File: config.mk
export PLATFORM = sky130hd
export DESIGN_NAME = rpt_back
export DESIGN_NICKNAME = d
export VERILOG_FILES = /design/src/rtl/rpt_pkg.sv /design/src/rtl/rpt_back.sv
export SDC_FILE = /design/constraint.sdc
export NUM_CORES = 2
export LEC_CHECK = 0
export BUFFER_PORTS_ARGS = -buffer_cell sky130_fd_sc_hd__buf_2
export CAP_MARGIN = 5
export CORE_AREA = 2 2 436 438
export DETAILED_ROUTE_END_ITERATION = 12
export DIE_AREA = 0 0 438 440
export PLACE_DENSITY_LB_ADDON = 0.05
export SKIP_LAST_GASP = 1
export SLEW_MARGIN = 20
export SYNTH_ARGS = -nofsm -noshare
export SYNTH_HDL_FRONTEND = slang
export SYNTH_SLANG_ARGS = --single-unit
export TNS_END_PERCENT = 20
File: constraint.sdc
create_clock -name clk -period 4.9 [get_ports clk]
set_clock_uncertainty 0.15 [all_clocks]
set_input_delay 0.98 -clock clk [delete_from_list [all_inputs] [get_ports clk]]
set_output_delay 0.98 -clock clk [all_outputs]
set_load 0.02 [all_outputs]
File: src/rtl/rpt_pkg.sv
`timescale 1ns / 1ps
`default_nettype none

package rpt_pkg;

    localparam int QUAT_FRAC_BITS = 14;
    localparam int QUAT_WIDTH     = 16;
    localparam int COORD_WIDTH    = 32;

    localparam int CFG_IDX_WIDTH  = 3;
    localparam int CFG_DATA_WIDTH = (COORD_WIDTH > QUAT_WIDTH) ? COORD_WIDTH : QUAT_WIDTH;

    // fraction bits of a quaternion product and of the rotation matrix
    localparam int RF      = 2 * QUAT_FRAC_BITS;
    localparam int PROD_W  = 2 * QUAT_WIDTH;
    localparam int ROT_W   = (PROD_W + 2 > RF + 2) ? PROD_W + 2 : RF + 2;

    // point operand (v or v - t) is split into an unsigned low and a signed high half
    localparam int OPND_W  = COORD_WIDTH + 1;
    localparam int LO_W    = OPND_W / 2;
    localparam int HI_W    = OPND_W - LO_W;
    localparam int PP_W    = ROT_W + LO_W + 1;
    localparam int SUM_W   = PP_W + 2;
    localparam int ACC_W   = ((SUM_W + LO_W > COORD_WIDTH + RF) ?
                              SUM_W + LO_W : COORD_WIDTH + RF) + 2;
    localparam int SH_W    = ACC_W - RF;

    localparam int PIPE_STAGES = 5;

    typedef logic signed [QUAT_WIDTH-1:0]  quat_t;
    typedef logic signed [COORD_WIDTH-1:0] coord_t;
    typedef logic signed [PROD_W-1:0]      prod_t;
    typedef logic signed [ROT_W-1:0]       rot_elem_t;
    typedef logic signed [OPND_W-1:0]      opnd_t;
    typedef logic signed [PP_W-1:0]        pp_t;
    typedef logic signed [SUM_W-1:0]       sum_t;
    typedef logic signed [ACC_W-1:0]       acc_t;

    localparam quat_t     QUAT_ONE  = QUAT_WIDTH'(1) << QUAT_FRAC_BITS;
    localparam rot_elem_t ROT_ONE   = ROT_W'(1) << RF;
    localparam acc_t      ACC_HALF  = ACC_W'(1) << (RF - 1);
    localparam coord_t    COORD_MIN = {1'b1, {(COORD_WIDTH-1){1'b0}}};
    localparam coord_t    COORD_MAX = {1'b0, {(COORD_WIDTH-1){1'b1}}};

    typedef enum logic [CFG_IDX_WIDTH-1:0] {
        CFG_QUAT_W  = CFG_IDX_WIDTH'(0),
        CFG_QUAT_X  = CFG_IDX_WIDTH'(1),
        CFG_QUAT_Y  = CFG_IDX_WIDTH'(2),
        CFG_QUAT_Z  = CFG_IDX_WIDTH'(3),
        CFG_TRANS_X = CFG_IDX_WIDTH'(4),
        CFG_TRANS_Y = CFG_IDX_WIDTH'(5),
        CFG_TRANS_Z = CFG_IDX_WIDTH'(6)
    } cfg_index_t;

    // per-stage load enables
    typedef struct packed {
        logic s1;
        logic s2;
        logic s3;
        logic s4;
        logic s5;
    } pipe_ld_t;

endpackage

`default_nettype wire

File: src/rtl/rpt_back.sv
`timescale 1ns / 1ps
`default_nettype none

module rpt_back
(
    input  wire logic               clk,
    input  wire rpt_pkg::pipe_ld_t  ld,
    input  wire logic               kind_s2,
    input  wire rpt_pkg::pp_t       ppl [3][3],
    input  wire rpt_pkg::pp_t       pph [3][3],
    input  wire rpt_pkg::coord_t    trans [3],
    output rpt_pkg::coord_t         out_x,
    output rpt_pkg::coord_t         out_y,
    output rpt_pkg::coord_t         out_z
);

    logic              kind3_reg;
    rpt_pkg::sum_t     sl_next [3];
    rpt_pkg::sum_t     sh_next [3];
    rpt_pkg::sum_t     sl_reg [3];
    rpt_pkg::sum_t     sh_reg [3];
    rpt_pkg::acc_t     acc_next [3];
    rpt_pkg::acc_t     acc_reg [3];
    rpt_pkg::coord_t   res_next [3];
    rpt_pkg::coord_t   res_reg [3];

    // stage 3: row sums of the low and high partial products
    always_comb
    begin
        for (int i = 0; i < 3; i++)
        begin
            sl_next[i] = rpt_pkg::SUM_W'(ppl[i][0]) + rpt_pkg::SUM_W'(ppl[i][1]) +
                         rpt_pkg::SUM_W'(ppl[i][2]);
            sh_next[i] = rpt_pkg::SUM_W'(pph[i][0]) + rpt_pkg::SUM_W'(pph[i][1]) +
                         rpt_pkg::SUM_W'(pph[i][2]);
        end
    end

    always_ff @(posedge clk)
    begin
        if (ld.s3)
        begin
            kind3_reg <= kind_s2;
            sl_reg    <= sl_next;
            sh_reg    <= sh_next;
        end
    end

    // stage 4: merge halves, forward adds t at full precision, plus rounding half
    always_comb
    begin
        for (int i = 0; i < 3; i++)
        begin
            acc_next[i] = (rpt_pkg::ACC_W'(sh_reg[i]) <<< rpt_pkg::LO_W) +
                          rpt_pkg::ACC_W'(sl_reg[i]) +
                          (kind3_reg ? '0 : (rpt_pkg::ACC_W'(trans[i]) <<< rpt_pkg::RF)) +
                          rpt_pkg::ACC_HALF;
        end
    end

    always_ff @(posedge clk)
    begin
        if (ld.s4)
        begin
            acc_reg <= acc_next;
        end
    end

    // stage 5: floor shift and saturate
    always_comb
    begin
        logic [rpt_pkg::SH_W-1:0]                        shifted;
        logic [rpt_pkg::SH_W-rpt_pkg::COORD_WIDTH:0]     top;
        for (int i = 0; i < 3; i++)
        begin
            shifted = acc_reg[i][rpt_pkg::ACC_W-1:rpt_pkg::RF];
            top     = shifted[rpt_pkg::SH_W-1:rpt_pkg::COORD_WIDTH-1];
            if ((&top) || !(|top))
            begin
                res_next[i] = shifted[rpt_pkg::COORD_WIDTH-1:0];
            end
            else
            begin
                res_next[i] = shifted[rpt_pkg::SH_W-1] ? rpt_pkg::COORD_MIN
                                                       : rpt_pkg::COORD_MAX;
            end
        end
    end

    always_ff @(posedge clk)
    begin
        if (ld.s5)
        begin
            res_reg <= res_next;
        end
    end

    assign out_x = res_reg[0];
    assign out_y = res_reg[1];
    assign out_z = res_reg[2];

endmodule

`default_nettype wire

==> Word-level counts from Yosys, hierarchy flattened <==
Index checks and enable logic that the tools add are counted.
{ "totals": {"out_inout_bits": 96, "inputBits": 1021, "wordCells": 55, "register_bits": 628} }
{ "op_classes": {"muxes": 9, "n_addsub": 21, "reduce_logical": 12} }
{ "op_table": {"columns": ["op", "count"], "rows": [
  ["$add 52x51->53", 6],
  ["$add 51x51->52", 6],
  ["$add 71x28->71 const B", 3],
  ["$add 71x71->71", 3],
  ["$mux 71", 3],
  ["$add 69x53->70", 3],
  ["$mux 32", 6],
  ["$reduce_and 12->1", 3],
  ["$reduce_or 12->1", 3],
  ["$logic_not 1->1", 3],
  ["$logic_or 1x1->1", 3]
]} }

==> Logic depth before layout (Yosys ltp) <==
{ "logic_depth": {"ltp_word": 4, "ltp_mapped": 25, "mapped_depth_nobuf": 24} }

==> Worst setup path after synthesis <==
Ideal clock, no wire load.
{ "synth_timing": {"path_type": "register -> register", "from": "register sl_reg[73] in the netlist's numbering", "to": "register acc_reg[138] in the netlist's numbering (data pin)", "t_arrival_ns": 4.724, "t_required_ns": 4.486, "setup_ns": 0.264, "path_slack_ns": -0.237, "period_less_slack_ns": 5.137, "path_buffers": 0, "path_stages_with_launch": 24, "cell_sequence": "edfxtp_1 -> ha_1 -> a211oi_1 -> nor2_1 -> o31ai_1 -> o21ai_1 -> a21o_1 -> a21oi_1 -> o21ai_0 -> o21ai_0 -> nand2b_1 -> xor2_1 -> ha_1 -> o21ai_0 -> a21oi_1 -> a21oi_1 -> or2_2 -> nor3_1 -> o21ai_0 -> o31a_1 -> a21oi_1 -> nand3_1 -> a31oi_1 -> xor2_1"} }
{ "synth_rtl": {"columns": ["element", "line_no", "source"], "rows": [
  ["start: declaration", "rpt_back.sv:20", "rpt_pkg::sum_t sl_reg [3];"],
  ["start signal: assignment", "rpt_back.sv:44", "sl_reg <= sl_next;"],
  ["end signal: assignment", "rpt_back.sv:65", "acc_reg <= acc_next;"],
  ["end: declaration", "rpt_back.sv:23", "rpt_pkg::acc_t acc_reg [3];"]
]} }

==> qor.csv <==
metric;value;unit
outcome;finished, violations left;
violations;setup timing;
syn_to_final_growth;37.5;%
critical_path.max_fanout;4;
period_share;109;%
place_ws;-0.828;ns
drtPass1Iterations;7;
ys_seq_area_share;29.9;%
leakage;0.0311;uW
cts_hold_buf;0;
grt_max_degree;80;
synth_mux_area_share;0.0854;%
synthArstFlopShare;0;%
gp_congestion;0.896;
netlist_area;0.0498;mm2
crit_type;flop to flop;
setup_violations;38;
min_from;kind_s2;
yosysUniqueCellTypes;83;
synth_top_family_by_area;adder cells;
viasPerCell;4.74;
dpl_cell_area;0.0644;mm2
synthTopCellsByArea;edfxtp_1, ha_1, fa_1;
r2r-end;acc_reg[207];
hold_end;kind3_reg;
io_buffers;1114;
synth_most_common_cell;ha_1;
synth_top_area_share;29.9;%
fmax;187;MHz
htree_levels;3;
antenna_found_initial;47;
worstHoldPathCells;1;
ant_nets;0;
tightest_slew;0.896;ns
fillers;19420;
min_period;5.34;ns
cp.required;5.14;ns
powerDensity;625;mW/mm2
setup_ws;-0.444;ns
yosys.area.top_type;edfxtp_1;
synthCells;4961;
synth_adder_area_share;27.2;%
synth_nets;6879;
cts_tree;done;
rsz0062_at_grt;yes;
vias;44900;
endpoint_kind;flop;
wirelength;188;mm
timing.rr.start;sl_reg[126];
synth_edf_count;496;
finalInstanceArea;0.0685;mm2
clock_sinks;496;
ir_drop;0.000315;V
clk-insertion-delay-late;0.66;ns
drt_iter0_drc;1926;
finalMaxSlewViolations;0;
num-nets-final;8822;
die_x;438;um
die_h;440;um
synth-simple-area-share;12.4;%
r2r_slack;-0.44;ns
synth_common_cells;ha_1, edfxtp_1, a21oi_1, o21ai_0, nand2_1;
wl_per_cell;19.9;um
track_usage;19.1;%
root_buffer;clkbuf_16;
cp_data_arrival_time;5.58;ns
largest_reg_flops;159;
rows;160;
pin_count;1117;
grt_overflow;0;
worstHoldPathType;input pin to flop;
synth_warnings;0;
synth_seq_cells;496;
grt_pass1_wl;282;mm
initial_utilization;26.4;%
clockBufferDepth;3;
numCtsBuffers;67;
core-area;0.189;mm2
synth_xor_area_share;8.02;%
start_kind;flop;
clk_pin_slew;0.06;ns
dpl.hpwl;164;mm
maxCapViolCount;0;
dieArea;0.193;mm2
synth_compound_area_share;20.5;%
hold_viol;0;
slew_headroom;40.2;%
avgSynthCellArea;10.0;um2
drive_above_1_share;33.1;%
synthFlopType;edfxtp_1;
grt_pass1_vias;46692;
drc;0;
r2r_cells;26;
worst max-delay path, stage by stage, from the launching register on:
cell      delay (ns)
edfxtp_1        0.37
ha_1            0.33
buf_6           0.12
a211oi_2        0.21
o21bai_1        0.10
o21a_1          0.20
o21a_1          0.18
o21a_1          0.20
o221ai_2        0.20
buf_4           0.16
nor2b_4         0.04
buf_6           0.11
o21ai_2         0.09
nand2_1         0.07
xor2_1          0.14
ha_1            0.36
nand2_2         0.11
nor2_2          0.04
buf_4           0.12
a221o_1         0.38
a311o_1         0.40
a41oi_2         0.26
o21ai_4         0.11
a211oi_4        0.27
buf_6           0.15
o21ai_2         0.05
xor2_1          0.16
placed cells by master (no fill, tap or decap), types with 254 or more instances in the layout:
cell         n
ha_1       570
xnor2_1    281
a21o_1     291
buf_2     1111
o21ai_0    309
edfxtp_1   496
a21oi_1    420
nand2_1    337
nor2_1     254
fa_1       309
buf_4      857
final cells by class:
| type | count | area, um2 | share of cell area, % |
|---|---|---|---|
| Antenna cell | 6 | 15.0 | 0.0219 |
| Sequential cell | 496 | 14900 | 21.8 |
| Tap cell | 2511 | 3140 | 4.59 |
| Multi-Input combinational cell | 4209 | 35300 | 51.6 |
| Clock buffer | 77 | 1740 | 2.53 |
| Clock inverter | 44 | 582 | 0.850 |
| Timing Repair Buffer | 1989 | 12300 | 17.9 |
| Inverter | 141 | 529 | 0.773 |
through the flow:
step / total power (uW) / setup TNS (ns) / util (%) / hold slack [ns] / cells
after floorplan: 23600 / -0.0901 / - / 0.366 / 4961
after global placement: 35700 / -43.58 / 34.1 / 0.376 / 9292
after detailed placement: 35600 / -45.72 / 34.1 / 0.381 / 9292
after CTS: 42700 / -8.93 / 36.1 / 0.299 / 9456
after global routing: 46600 / -25.67 / 36.3 / 0.307 / 9468
final: 42800 / -6.85 / 36.3 / 0.367 / 9473
worst max-delay path by stage:
| stage | start | end | cells after the start |
|---|---|---|---|
| 3_3_place_gp | sl_reg[124] | acc_reg[208] | 26 |
| 3_5_place_dp | sh_reg[8] | acc_reg[68] | 22 |
| 2_1_floorplan | sl_reg[135] | acc_reg[211] | 24 |
| 6_report | sl_reg[126] | acc_reg[207] | 26 |
| 5_1_grt | sl_reg[126] | acc_reg[205] | 26 |
| 4_1_cts | sh_reg[110] | acc_reg[205] | 23 |
kinds of logic (layout without fill, tap and decap cells):
group,count (synthesis),after routing
compound gates,1608,1608
simple gates,1244,1244
fa+ha+maj,897,897
flops,496,496
xor+xnor,456,456
buf+inv,256,2251
mux,4,4
other cells,0,6
where the power goes:
part           internal (uW)  leakage [uW]  switching [uW]
Sequential              7390       0.00484             616
Combinational          14500        0.0251           15100
Clock                   3230       0.00113            2010
Total                  25100        0.0311           17700
layer usage:
layer | global-route usage, % | vias up | routed length (um)
met4 | 4.11 | 22 | 4500
met5 | 0 | - | 150
met2 | 35.0 | 879 | 96400
li1 | - | 22423 | -
met3 | 2.78 | 227 | 7200
met1 | 23.5 | 21349 | 80200
repair_timing:
item,in CTS,in global routing
gates resized for setup,217,74
endpoints found under the hold margin,0,0
endpoints found under the setup margin,77,80
setup buffers,46,16
pin swaps,160,81
(Power assumes the default switching activity.)
