$ cat src/rtl/rpt_pkg.sv
`timescale 1ns / 1ps
`default_nettype none

package rpt_pkg;

    localparam int QUAT_FRAC_BITS = 14;
    localparam int QUAT_WIDTH     = 16;
    localparam int COORD_WIDTH    = 32;

    localparam int CFG_IDX_WIDTH  = 3;
    localparam int CFG_DATA_WIDTH = (COORD_WIDTH > QUAT_WIDTH) ? COORD_WIDTH : QUAT_WIDTH;

    // fraction bits of a quaternion product and of the rotation matrix
    localparam int RF      = 2 * QUAT_FRAC_BITS;
    localparam int PROD_W  = 2 * QUAT_WIDTH;
    localparam int ROT_W   = (PROD_W + 2 > RF + 2) ? PROD_W + 2 : RF + 2;

    // point operand (v or v - t) is split into an unsigned low and a signed high half
    localparam int OPND_W  = COORD_WIDTH + 1;
    localparam int LO_W    = OPND_W / 2;
    localparam int HI_W    = OPND_W - LO_W;
    localparam int PP_W    = ROT_W + LO_W + 1;
    localparam int SUM_W   = PP_W + 2;
    localparam int ACC_W   = ((SUM_W + LO_W > COORD_WIDTH + RF) ?
                              SUM_W + LO_W : COORD_WIDTH + RF) + 2;
    localparam int SH_W    = ACC_W - RF;

    localparam int PIPE_STAGES = 5;

    typedef logic signed [QUAT_WIDTH-1:0]  quat_t;
    typedef logic signed [COORD_WIDTH-1:0] coord_t;
    typedef logic signed [PROD_W-1:0]      prod_t;
    typedef logic signed [ROT_W-1:0]       rot_elem_t;
    typedef logic signed [OPND_W-1:0]      opnd_t;
    typedef logic signed [PP_W-1:0]        pp_t;
    typedef logic signed [SUM_W-1:0]       sum_t;
    typedef logic signed [ACC_W-1:0]       acc_t;

    localparam quat_t     QUAT_ONE  = QUAT_WIDTH'(1) << QUAT_FRAC_BITS;
    localparam rot_elem_t ROT_ONE   = ROT_W'(1) << RF;
    localparam acc_t      ACC_HALF  = ACC_W'(1) << (RF - 1);
    localparam coord_t    COORD_MIN = {1'b1, {(COORD_WIDTH-1){1'b0}}};
    localparam coord_t    COORD_MAX = {1'b0, {(COORD_WIDTH-1){1'b1}}};

    typedef enum logic [CFG_IDX_WIDTH-1:0] {
        CFG_QUAT_W  = CFG_IDX_WIDTH'(0),
        CFG_QUAT_X  = CFG_IDX_WIDTH'(1),
        CFG_QUAT_Y  = CFG_IDX_WIDTH'(2),
        CFG_QUAT_Z  = CFG_IDX_WIDTH'(3),
        CFG_TRANS_X = CFG_IDX_WIDTH'(4),
        CFG_TRANS_Y = CFG_IDX_WIDTH'(5),
        CFG_TRANS_Z = CFG_IDX_WIDTH'(6)
    } cfg_index_t;

    // per-stage load enables
    typedef struct packed {
        logic s1;
        logic s2;
        logic s3;
        logic s4;
        logic s5;
    } pipe_ld_t;

endpackage

`default_nettype wire

$ cat src/rtl/rpt_ctrl.sv
`timescale 1ns / 1ps
`default_nettype none

module rpt_ctrl
(
    input  wire logic        clk,
    input  wire logic        rst_n,
    input  wire logic        point_valid,
    output logic             point_stall,
    output logic             result_valid,
    input  wire logic        result_stall,
    output rpt_pkg::pipe_ld_t ld
);

    logic [rpt_pkg::PIPE_STAGES-1:0] v_reg;
    logic [rpt_pkg::PIPE_STAGES-1:0] v_next;
    logic [rpt_pkg::PIPE_STAGES-1:0] rdy;
    logic [rpt_pkg::PIPE_STAGES-1:0] upstream;
    logic [rpt_pkg::PIPE_STAGES-1:0] ld_vec;

    // a stage takes new data when empty or when its content moves on
    always_comb
    begin
        rdy[rpt_pkg::PIPE_STAGES-1] = !v_reg[rpt_pkg::PIPE_STAGES-1] || !result_stall;
        for (int k = rpt_pkg::PIPE_STAGES - 2; k >= 0; k--)
        begin
            rdy[k] = !v_reg[k] || rdy[k+1];
        end
        upstream = {v_reg[rpt_pkg::PIPE_STAGES-2:0], point_valid};
        ld_vec   = rdy & upstream;
        for (int k = 0; k < rpt_pkg::PIPE_STAGES; k++)
        begin
            v_next[k] = rdy[k] ? upstream[k] : v_reg[k];
        end
    end

    always_ff @(posedge clk or negedge rst_n)
    begin
        if (!rst_n)
        begin
            v_reg <= '0;
        end
        else
        begin
            v_reg <= v_next;
        end
    end

    assign point_stall  = !rdy[0];
    assign result_valid = v_reg[rpt_pkg::PIPE_STAGES-1];
    assign ld.s1 = ld_vec[0];
    assign ld.s2 = ld_vec[1];
    assign ld.s3 = ld_vec[2];
    assign ld.s4 = ld_vec[3];
    assign ld.s5 = ld_vec[4];

`ifndef SYNTH
    a_stall_only_when_full: assert property (@(posedge clk) disable iff (!rst_n)
        point_stall |-> v_reg[0])
        else $error("input stalled with first stage empty");

    a_accept_fills_s1: assert property (@(posedge clk) disable iff (!rst_n)
        (point_valid && !point_stall) |=> v_reg[0])
        else $error("accepted transaction missing from first stage");

    a_bubble_collapse: assert property (@(posedge clk) disable iff (!rst_n)
        (v_reg[3] && !v_reg[4]) |=> v_reg[4])
        else $error("item did not advance into empty output stage");

    a_no_repeat: assert property (@(posedge clk) disable iff (!rst_n)
        (result_valid && !result_stall && !v_reg[3]) |=> !result_valid)
        else $error("result repeated after transaction");
`endif

endmodule

`default_nettype wire

$ cat config.mk
export PLATFORM = sky130hd
export DESIGN_NAME = rpt_ctrl
export DESIGN_NICKNAME = d
export VERILOG_FILES = /design/src/rtl/rpt_pkg.sv /design/src/rtl/rpt_ctrl.sv
export SDC_FILE = /design/constraint.sdc
export NUM_CORES = 1
export LEC_CHECK = 0
export ABC_AREA = 0
export BUFFER_PORTS_ARGS = -buffer_cell sky130_fd_sc_hd__buf_2
export CORE_AREA = 2 2 39 41
export CTS_CLUSTER_SIZE = 8
export DETAILED_ROUTE_END_ITERATION = 8
export DIE_AREA = 0 0 41 43
export SLEW_MARGIN = 25
export SYNTH_ARGS = -nofsm -noshare
export SYNTH_HDL_FRONTEND = slang
export SYNTH_SLANG_ARGS = --single-unit
$ cat constraint.sdc
create_clock -name clk -period 0.9 [get_ports clk]
set_input_delay 0.09 -clock clk [delete_from_list [all_inputs] [get_ports clk]]
set_output_delay 0.09 -clock clk [all_outputs]
set_load 0.05 [all_outputs]
### Yosys cells after proc, flatten, opt, wreduce, memory -nomap -nowiden

Index checks and enable logic that the tools add are counted.

* register bits after elaboration: 5
* word-level logic and storage cells: 18

* bitwise operators: 1
* reductions and logical operators: 12

Operator list (number)
* $logic_not 1->1: 7
* $and 5x5->5: 1
* $logic_or 1x1->1: 5

### Logic depth before layout (Yosys ltp)

Gate-level depths: netlist of run 1.

* depth after elaboration: 7
* depth in mapped cells: 3
* mapped depth without buffers: 2

### Worst setup path before layout of run 1

No wires, ideal clock.

* path kind: reg-to-output
* from: reg v_reg[4] (netlist bit)
* to: out ld[4] (netlist bit)
* arrival time: 1.791 ns
* slack: -0.981 ns
* cell stages (with the launch flop): 4
* cell sequence: dfrtp_1 > and4_4 > buf_6 > a31oi_1

RTL lines
* start, declared: RTL line rpt_ctrl.sv:15 `logic [rpt_pkg::PIPE_STAGES-1:0] v_reg;`
* start signal, assigned: RTL line rpt_ctrl.sv:45 `v_reg <= v_next;`
* end, declared: RTL line rpt_ctrl.sv:12 `output rpt_pkg::pipe_ld_t ld`

### Worst setup path in the final report of run 1

* from: reg v_reg[4] (netlist bit)
* to: out point_stall

* cells in the longest elaborated chain, start to end: 7

Ends and longest elaborated chain
* $logic_not 1->1: RTL line rpt_ctrl.sv:24 `rdy[rpt_pkg::PIPE_STAGES-1] = !v_reg[rpt_pkg::PIPE_STAGES-1] || !result_stall;`
* $logic_or 1x1->1: RTL line rpt_ctrl.sv:24
* $logic_or 1x1->1 (4 in series): RTL line rpt_ctrl.sv:27 `rdy[k] = !v_reg[k] || rdy[k+1];`
* $logic_not 1->1: RTL line rpt_ctrl.sv:49 `assign point_stall = !rdy[0];`
* end, declared: RTL line rpt_ctrl.sv:9 `output logic point_stall,`

No other way between the ends.

==> qor.yml, run 1 <==
logic_synthesis:
  synth.yosys.seq_area_share: 0.538
  synth_fp_nets: 24
  synth_compound_area_frac: 0.194
  synth.distinct_cells: 15
  yosys_warnings: 0
  synth-seq-cells: 5
  synth_top_family_by_area: "simple AND/OR/NAND/NOR gates"
  synth_adder_area_share: 0
  synthCells: 20
  synth_xor_area_frac: 0
  muxShareOfSynthArea: 0
  postSynthAreaPerCell_um2: 11.6
  syn_area_um2: 233
  yosys.area_share.simple: 0.204
layout:
  final_area_um2: 480
  layout_common_cells: "buf_4 (6), buf_6 (4)"
  nFillCells: 131
  nets: 45
  layout_commonest_cell: "buf_4"
  diodes: 0
  drive_gt1_frac: 0.725
  area_growth_syn_to_layout_pct: 106
  finalNonFillerCells: 56
  largest_reg_flops: 5
grt:
  grt_pass1_vias: 236
  overflow: 0
  antenna_found_initial: 0
  grt_max_degree: 8
  met2_usage: 0.109
  grt_pass1_wl_um: 876
  grt_usage: 0.0798
  grt_use_met1: 0.0852
  grt_busiest_layer: "met2"
  grtUsageMet3: 0.0471
setup_path:
  arrival_ns: 1.23
  max_stage_delay_ns: 0.35
  r2r_slack_ns: -0.18
  cp-end-kind: "output pin"
  crit_required_ns: 0.81
  critical_path_class: "reg -> out"
  path_cells: "and4_4, and3_4, buf_8"
  critical_path.max_fanout: 5
  cp-start-kind: "flip-flop"
  cpMaxStageDelayCell: "dfrtp_2"
pwr:
  switchingPower_uw: 360
  comb_power_share: 0.451
  leakagePower_nw: 0.221
  clkPwrFrac: 0.262
  internal_power_uw: 628
  pwr_density_cell_nw_per_um2: 2060
  vdd_ir_drop_max_v: 0.000771
  swShare: 0.364
  power_frac_seq: 0.287
clock_network:
  clk_latency_ns: 0.24
  cts_tree: "done"
  clockBufferDepth: 2
  path_clk_slew_ns: 0.04
  clock-sinks: 5
  cts_buffers: 3
  cts_root_buf: "clkbuf_4"
  htreeDepth: 1
timing:
  final_max_slew_viol_count: 0
  setup_tns_ns: -2.67
  layout_worst_path_cycle_share: 1.47
  finalHoldViolCount: 0
  period_minus_slack_ns: 1.32
  fin_skew_ns: 0.000565
  max_freq_mhz: 758
  worstMarginPinSlew_ns: 0.192
  setup_slack_ns: -0.420
  grt_setup_unrepaired: "true"
  whs_ns: 0.0572
  slew_headroom: 0.872
  setup_viol: 10
drt:
  antenna_left: 0
  via_count: 228
  drc: 0
  routed_wirelength_um: 539
  drt_pass1_iterations: 2
  dr.first_iter.drc_count: 3
  wire_per_inst_um: 9.63
  via_per_inst: 4.07
place:
  dp_hpwl_um: 367
  dp.cells: 50
  placed_area_um2: 375
  port_buffers: 10
  place_congestion: 0.694
  dp_slack_ns: -0.275
run_status:
  failed_checks: "setup timing"
  status: "complete, but fails checks"
floorplanning:
  die_w_um: 41
  rows: 14
  start_util: 0.168
  fp.dieH_um: 43
  dieArea_um2: 1760
  ios: 11
  fp.coreArea_um2: 1380
run:
  maxCapViolCount: 0
hold_path:
  hp-class: "in -> reg"
Yosys cell counts:
master / n / area (um^2)
nand2b_1: 1 / 6.26
or2_1: 1 / 6.26
a21boi_1: 1 / 7.51
a21o_1: 2 / 15.0
a31oi_1: 1 / 6.26
and2_1: 1 / 6.26
nand3_1: 1 / 5.00
a21boi_0: 1 / 7.51
dfrtp_1: 5 / 125
a31o_1: 1 / 8.76
buf_6: 1 / 11.3
and4_4: 1 / 11.3
nor2b_1: 1 / 6.26
inv_1: 1 / 3.75
and3_1: 1 / 6.26
repair_timing:
item                       in CTS  in global routing
hold endpoints to repair        5                  0
setup endpoints to repair      11                 11
pin swaps                       2                  1
buffers inserted                1                  0
hold buffers                    1                  0
resized for setup              18                  1
worst max-delay path: cells and delay by family (launching register included):
kind	cells	cell delay [ns]
and+or+nand+nor	2	0.51
DFF	1	0.35
buffers and inverters	1	0.14
through the flow:
stage	utilization	power [mW]
2_1_floorplan	-	0.557
3_3_place_gp	0.271	0.640
3_5_place_dp	0.271	0.641
4_1_cts	0.344	1.00
5_1_grt	0.347	1.04
6_report	0.347	0.989
logic make-up after synthesis:
family / after synthesis
AOI/OAI and AO/OA: 6
buffers and inverters: 2
and+or+nand+nor: 7
DFF: 5
path summary, 6_finish.rpt:
check / startpoint / to / depth (start not counted)
max in group asynchronous: rst_n / v_reg[4]$_DFFE_PN0P_ / 2
max: v_reg[4]$_DFFE_PN0P_ / point_stall / 3
min: point_valid / v_reg[0]$_DFFE_PN0P_ / 2
min reg2reg: v_reg[3]$_DFFE_PN0P_ / v_reg[4]$_DFFE_PN0P_ / 2
max reg2reg: v_reg[4]$_DFFE_PN0P_ / v_reg[2]$_DFFE_PN0P_ / 3
min in group asynchronous: rst_n / v_reg[3]$_DFFE_PN0P_ / 2
area by class of cell:
cell class | count | area (um^2) | share of cell area
Clock buffer | 4 | 26.3 | 0.0547
Multi-Input combinational cell | 13 | 143 | 0.297
Tap cell | 16 | 20.0 | 0.0417
Inverter | 1 | 3.75 | 0.00781
Sequential cell | 5 | 128 | 0.266
Timing Repair Buffer | 17 | 160 | 0.333
power by group through the flow:
stage	registers, mW	logic (mW)	clock network, mW
6_report	0.284	0.446	0.259
5_1_grt	0.288	0.468	0.282
4_1_cts	0.284	0.444	0.272
3_5_place_dp	0.285	0.356	0
3_3_place_gp	0.287	0.353	0
2_1_floorplan	0.301	0.255	0
metal layers:
layer	share of wire	vias to the layer above
met5	0	-
met4	0.011	0
met3	0.085	2
met2	0.45	11
met1	0.45	106
li1	-	109
Note: power is estimated with default switching activity, not from simulation.
==> inputs of run 2 (changes only) <==
--- a/config.mk
+++ b/config.mk
@@ -11,6 +11,7 @@
 export CTS_CLUSTER_SIZE = 8
 export DETAILED_ROUTE_END_ITERATION = 8
 export DIE_AREA = 0 0 41 43
+export RECOVER_POWER = 50
 export SLEW_MARGIN = 25
 export SYNTH_ARGS = -nofsm -noshare
 export SYNTH_HDL_FRONTEND = slang
==> run 2 against run 1 <==
  * The flow still finishes with violations (setup timing)
  * Clock-buffer cell count is the same
  * Cell area fell by 0.26%
  * Total power about the same
  * Fmax stayed put
  * Critical path depth is the same
  * Clock power hardly changed
  * Flip-flop and latch count unchanged
  * Worst setup slack unchanged
  * Cell count stayed put
  * Clock skew stayed put
  * Die area unchanged
  * Register-to-register slack about the same
  * Highest routed layer unchanged
==> qor.yml, run 2 (same netlist as run 1, synthesis figures left out) <==
setup_path:
  cp-endpoint: "point_stall"
  r2r_slack_ns: -0.18  # about the same
  crit_required_ns: 0.81  # about the same
  critical_path_class: "reg -> out"
  worstReg2RegStart: "v_reg[4]$_DFFE_PN0P_"
  reg2reg_to: "v_reg[2]$_DFFE_PN0P_"
  cp-start-kind: "flip-flop"
  cp-end-kind: "output pin"
  critical_path.max_fanout: 5  # unchanged
  startpoint: "v_reg[4]$_DFFE_PN0P_"
  arrival_ns: 1.23  # about the same
  r2r_cells: 3  # unchanged
layout:
  nets: 45  # unchanged
  nFillCells: 132  # +0.76%
  diodes: 0  # unchanged
  largest_reg_flops: 5  # unchanged
  post-route-util: 0.346  # -0.000904
  layout_common_cells: "buf_4 (6), buf_6 (4), clkbuf_4 (3), buf_8 (3), dfrtp_1 (3)"
  final_area_um2: 479  # -0.26%
  drive_gt1_frac: 0.700  # -0.0250
  layout_commonest_cell: "buf_4"
  finalNonFillerCells: 56  # unchanged
  area_growth_syn_to_layout_pct: 106
clock_network:
  path_clk_slew_ns: 0.04  # about the same
  cts_root_buf: "clkbuf_4"
  clk_latency_ns: 0.24  # about the same
  clockBufferDepth: 2  # unchanged
  cts_buffers: 3  # unchanged
  clock-sinks: 5  # unchanged
  htreeDepth: 1  # unchanged
  cts_tree: "done"
place:
  dp.cells: 50  # unchanged
  placed_area_um2: 375  # unchanged
  place_congestion: 0.694  # unchanged
  port_buffers: 10  # unchanged
  dp_slack_ns: -0.275  # unchanged
  dp_hpwl_um: 367  # unchanged
drt:
  drc: 0  # unchanged
  via_per_inst: 4.07  # unchanged
  antenna_left: 0  # unchanged
  via_count: 228  # unchanged
  drt_pass1_iterations: 2  # unchanged
  wire_per_inst_um: 9.59  # -0.37%
  dr.first_iter.drc_count: 3  # unchanged
  routed_wirelength_um: 537  # -0.37%
run:
  maxCapViolCount: 0  # unchanged
floorplanning:
  fp.dieH_um: 43  # unchanged
  rows: 14  # unchanged
  fp.coreArea_um2: 1380  # unchanged
  ios: 11  # unchanged
  dieArea_um2: 1760  # unchanged
  start_util: 0.168  # unchanged
  die_w_um: 41  # unchanged
grt:
  grt_usage: 0.0798  # unchanged
  grt_pass1_wl_um: 876  # unchanged
  overflow: 0  # unchanged
  grt_max_degree: 8  # unchanged
  antenna_found_initial: 0  # unchanged
  grt_pass1_vias: 236  # unchanged
pwr:
  vdd_ir_drop_max_v: 0.000771  # -0.10%
  leakagePower_nw: 0.219  # -1.2%
  finalPower_uw: 988  # about the same
  pwr_density_cell_nw_per_um2: 2060  # +0.20%
timing:
  fin_skew_ns: 0.000565  # unchanged
  grt_setup_unrepaired: "true"
  max_freq_mhz: 758  # unchanged
  period_minus_slack_ns: 1.32  # unchanged
  finalHoldViolCount: 0  # unchanged
  setup_viol: 10  # unchanged
  setup_slack_ns: -0.420  # unchanged
  worstMarginPinSlew_ns: 0.257  # +0.0653 ns
  slew_headroom: 0.829  # -0.0435
  layout_worst_path_cycle_share: 1.47  # unchanged
  final_max_slew_viol_count: 0  # unchanged
run_status:
  failed_checks: "setup timing"
  status: "complete, but fails checks"
hold_path:
  hp-class: "in -> reg"
-- run 2: cell count changes in the layout (fill, tap and decap cells not counted), sizes merged --
cell	delta
clkbuf	+1
buf	-1
-- run 2: final cells by class --
cell class,count,area [um^2],area share
sequential,5,128,0.266
inverter,1,3.75,0.00783
clock buffer,4,26.3,0.0548
multi-input combinational,13,143,0.298
tap,16,20.0,0.0418
timing repair buffer,17,159,0.332
-- run 2: worst max-delay path, cell delays in order, from the launching register on --
cell and delay (ns):
dfrtp_2 0.35, and4_4 0.30, and3_4 0.21, buf_8 0.14
-- run 2: timing repair --
item / CTS / global route
setup buffers: 1 / 0
resized for setup: 18 / 1
gates cloned: 0 / 0
endpoints found under the setup margin: 11 / 11
pin swaps: 2 / 1
hold buffers: 1 / 0
endpoints found under the hold margin: 5 / 0
-- run 2: how the worst min path moves through the flow --
stage	startpoint	end	cells past startpoint
floorplan	rst_n	v_reg[0]$_DFFE_PN0P_	0
global placement	rst_n	v_reg[0]$_DFFE_PN0P_	1
detailed placement	rst_n	v_reg[2]$_DFFE_PN0P_	1
CTS	point_valid	v_reg[0]$_DFFE_PN0P_	2
global route	point_valid	v_reg[0]$_DFFE_PN0P_	2
finish	point_valid	v_reg[0]$_DFFE_PN0P_	2
-- run 2: power breakdown --
group | switching, mW | internal [mW]
clock network | 0.0910 | 0.168
registers | 0.0305 | 0.253
logic | 0.239 | 0.207
total | 0.360 | 0.628
-- run 2: per-layer routing --
layer | track usage | up-vias | part of all wire
li1 | - | 109 | -
met1 | 0.0852 | 106 | 0.45
met2 | 0.109 | 11 | 0.45
met3 | 0.0471 | 2 | 0.086
met4 | 0.0600 | 0 | 0.011
met5 | 0 | - | 0
-- run 2: per-stage QoR --
step / TNS [ns] / hold slack, ns
floorplan: -2.71 / -0.206
global placement: -1.19 / -0.0896
detailed placement: -1.21 / -0.0906
CTS: -2.67 / 0.0508
global route: -2.99 / 0.0724
finish: -2.67 / 0.0572
==> inputs of run 3 (changes only) <==
--- a/config.mk
+++ b/config.mk
@@ -11,7 +11,7 @@
 export CTS_CLUSTER_SIZE = 8
 export DETAILED_ROUTE_END_ITERATION = 8
 export DIE_AREA = 0 0 41 43
-export RECOVER_POWER = 50
+export RECOVER_POWER = 25
 export SLEW_MARGIN = 25
 export SYNTH_ARGS = -nofsm -noshare
 export SYNTH_HDL_FRONTEND = slang
==> constraint.sdc (replaced) <==
create_clock -name clk -period 1.71 [get_ports clk]
set_input_delay 0.171 -clock clk [delete_from_list [all_inputs] [get_ports clk]]
set_output_delay 0.171 -clock clk [all_outputs]
set_load 0.05 [all_outputs]
==> run 3 against run 2 <==
  * The flow now finishes without violations
  * Core utilization shrank 10 points
  * Clock-buffer cell count down 1
  * Hold slack improved by 0.087 ns
  * Non-clock buffer count is 6 lower
  * Critical path depth unchanged
  * Cell count is 11% lower
  * Wire length decreased by 19%
  * Flip-flop and latch count unchanged
  * Sequential power is 48% lower
  * Cell area shrank 29%
  * Global-route usage is 1.8 points lower
  * First-iteration DRC count fell by 67%
  * Largest cell class is now registers
==> qor.yml, run 3 (same netlist as run 1, synthesis figures left out) <==
pwr:
  pwr_density_cell_nw_per_um2: 1270  # -39%
  finalPower_uw: 431  # -56%
  leakagePower_nw: 0.161  # -26%
  vdd_ir_drop_max_v: 0.000443  # -43%
drt:
  dr.first_iter.drc_count: 1  # -2
  drt_pass1_iterations: 2  # unchanged
  antenna_left: 0  # unchanged
  drc: 0  # unchanged
  routed_wirelength_um: 434  # -19%
  wire_per_inst_um: 8.68  # -9.5%
  via_per_inst: 3.84  # -5.7%
  via_count: 192  # -16%
layout:
  finalNonFillerCells: 50  # -11%
  diodes: 0  # unchanged
  regArea_um2: 125  # -2.0%
  nets: 39  # -13%
  layout_common_cells: "buf_2 (9), dfrtp_1 (5), clkbuf_4 (3)"
  post-route-util: 0.246  # -0.100
  layout_commonest_cell: "buf_2"
  multi_input_area_um2: 105  # -26%
  largest_reg_flops: 5  # unchanged
  final_area_um2: 340  # -29%
  area_growth_syn_to_layout_pct: 46.2
  nFillCells: 152  # +15%
  drive_gt1_frac: 0.500  # -0.200
floorplanning:
  die_w_um: 41  # unchanged
  dieArea_um2: 1760  # unchanged
  fp.coreArea_um2: 1380  # unchanged
  fp.dieH_um: 43  # unchanged
  start_util: 0.168  # unchanged
  rows: 14  # unchanged
  ios: 11  # unchanged
clock_network:
  clockBufferDepth: 2  # unchanged
  clock-sinks: 5  # unchanged
  clk_latency_ns: 0.24  # about the same
  cts_buffers: 3  # unchanged
  cts_tree: "done"
  cts_root_buf: "clkbuf_4"
  htreeDepth: 1  # unchanged
  path_clk_slew_ns: 0.05  # about the same
setup_path:
  cp-start-kind: "flip-flop"
  cp-end-kind: "output pin"
  r2r_cells: 2  # -1
  critical_path.max_fanout: 7  # +2
  critical_path_class: "reg -> out"
  arrival_ns: 1.36  # +0.13 ns
  crit_required_ns: 1.54  # +0.73 ns
timing:
  slew_headroom: 0.830  # about the same
  setup_viol: 0  # -10
  worstMarginPinSlew_ns: 0.256  # -0.00110 ns
  layout_worst_path_cycle_share: 0.894
  finalHoldViolCount: 0  # unchanged
  period_minus_slack_ns: 1.53
  setup_tns_ns: 0  # +2.67 ns
  final_max_slew_viol_count: 0  # unchanged
  grt_setup_unrepaired: "false"
  max_freq_mhz: 654
  fin_skew_ns: 0.00749  # +0.00693 ns
grt:
  grt_max_degree: 8  # unchanged
  overflow: 0  # unchanged
  antenna_found_initial: 0  # unchanged
  grt_pass1_wl_um: 621  # -29%
  grt_pass1_vias: 141  # -40%
  grt_usage: 0.0617  # -0.0181
place:
  dp.cells: 45  # -10%
  port_buffers: 10  # unchanged
  place_congestion: 0.591  # -15%
  placed_area_um2: 304  # -19%
  dp_hpwl_um: 327  # -11%
run:
  maxCapViolCount: 0  # unchanged
hold_path:
  hp-class: "in -> reg"
  min_path_cells: 2  # unchanged
run_status:
  status: "completed"
[run 3: changes by cell type in the layout (fill, tap and decap cells not counted), sizes merged]
cell	delta
buf	-6
clkinv	+1
clkbuf	-1
[run 3: worst max-delay path, cell delays in order (launching register included)]
cell	delay [ns]
dfrtp_1	0.39
and4_4	0.30
and3_1	0.16
buf_2	0.25
[run 3: cell type report]
cell class,instances,area share
Sequential cell,5,0.368
Tap cell,16,0.0588
Clock inverter,1,0.0147
Inverter,1,0.0110
Multi-Input combinational cell,13,0.309
Clock buffer,3,0.0662
Timing Repair Buffer,11,0.173
[run 3: repair_timing]
item	CTS	global route
resized for setup	0	0
hold buffers	1	0
endpoints found under the setup margin	0	0
setup buffers	0	0
hold endpoints to repair	5	0
[run 3: per-layer routing]
layer  track usage  vias up  part of all wire  wire, um
met3        0.0785        0              0.12        51
met1        0.0825       84              0.60       260
met5             0        -                 0         0
met2        0.0469       11              0.28       122
li1              -       97                 -         -
met4        0.0400        0                 0         0
[run 3: final timing paths]
check | from | endpoint | slack (ns)
setup / recovery | v_reg[4]$_DFFE_PN0P_ | point_stall | 0.18
hold / removal | point_valid | v_reg[0]$_DFFE_PN0P_ | 0.14
setup reg to reg | v_reg[4]$_DFFE_PN0P_ | v_reg[0]$_DFFE_PN0P_ | 0.73
hold reg to reg | v_reg[2]$_DFFE_PN0P_ | v_reg[3]$_DFFE_PN0P_ | 0.49
max in group asynchronous | rst_n | v_reg[0]$_DFFE_PN0P_ | 1.20
min in group asynchronous | rst_n | v_reg[3]$_DFFE_PN0P_ | 0.30
[run 3: report_power, final]
| part | total, mW | internal, mW | switching (mW) |
|---|---|---|---|
| registers | 0.148 | 0.132 | 0.0160 |
| logic | 0.147 | 0.0429 | 0.104 |
| clock network | 0.136 | 0.0847 | 0.0512 |
[run 3: metrics by stage]
step | setup slack [ns] | hold WS [ns]
global route | 0.121 | 0.136
detailed placement | 0.462 | -0.00905
CTS | 0.179 | 0.135
floorplan | 0.00614 | -0.125
finish | 0.181 | 0.144
global placement | 0.472 | -0.00998
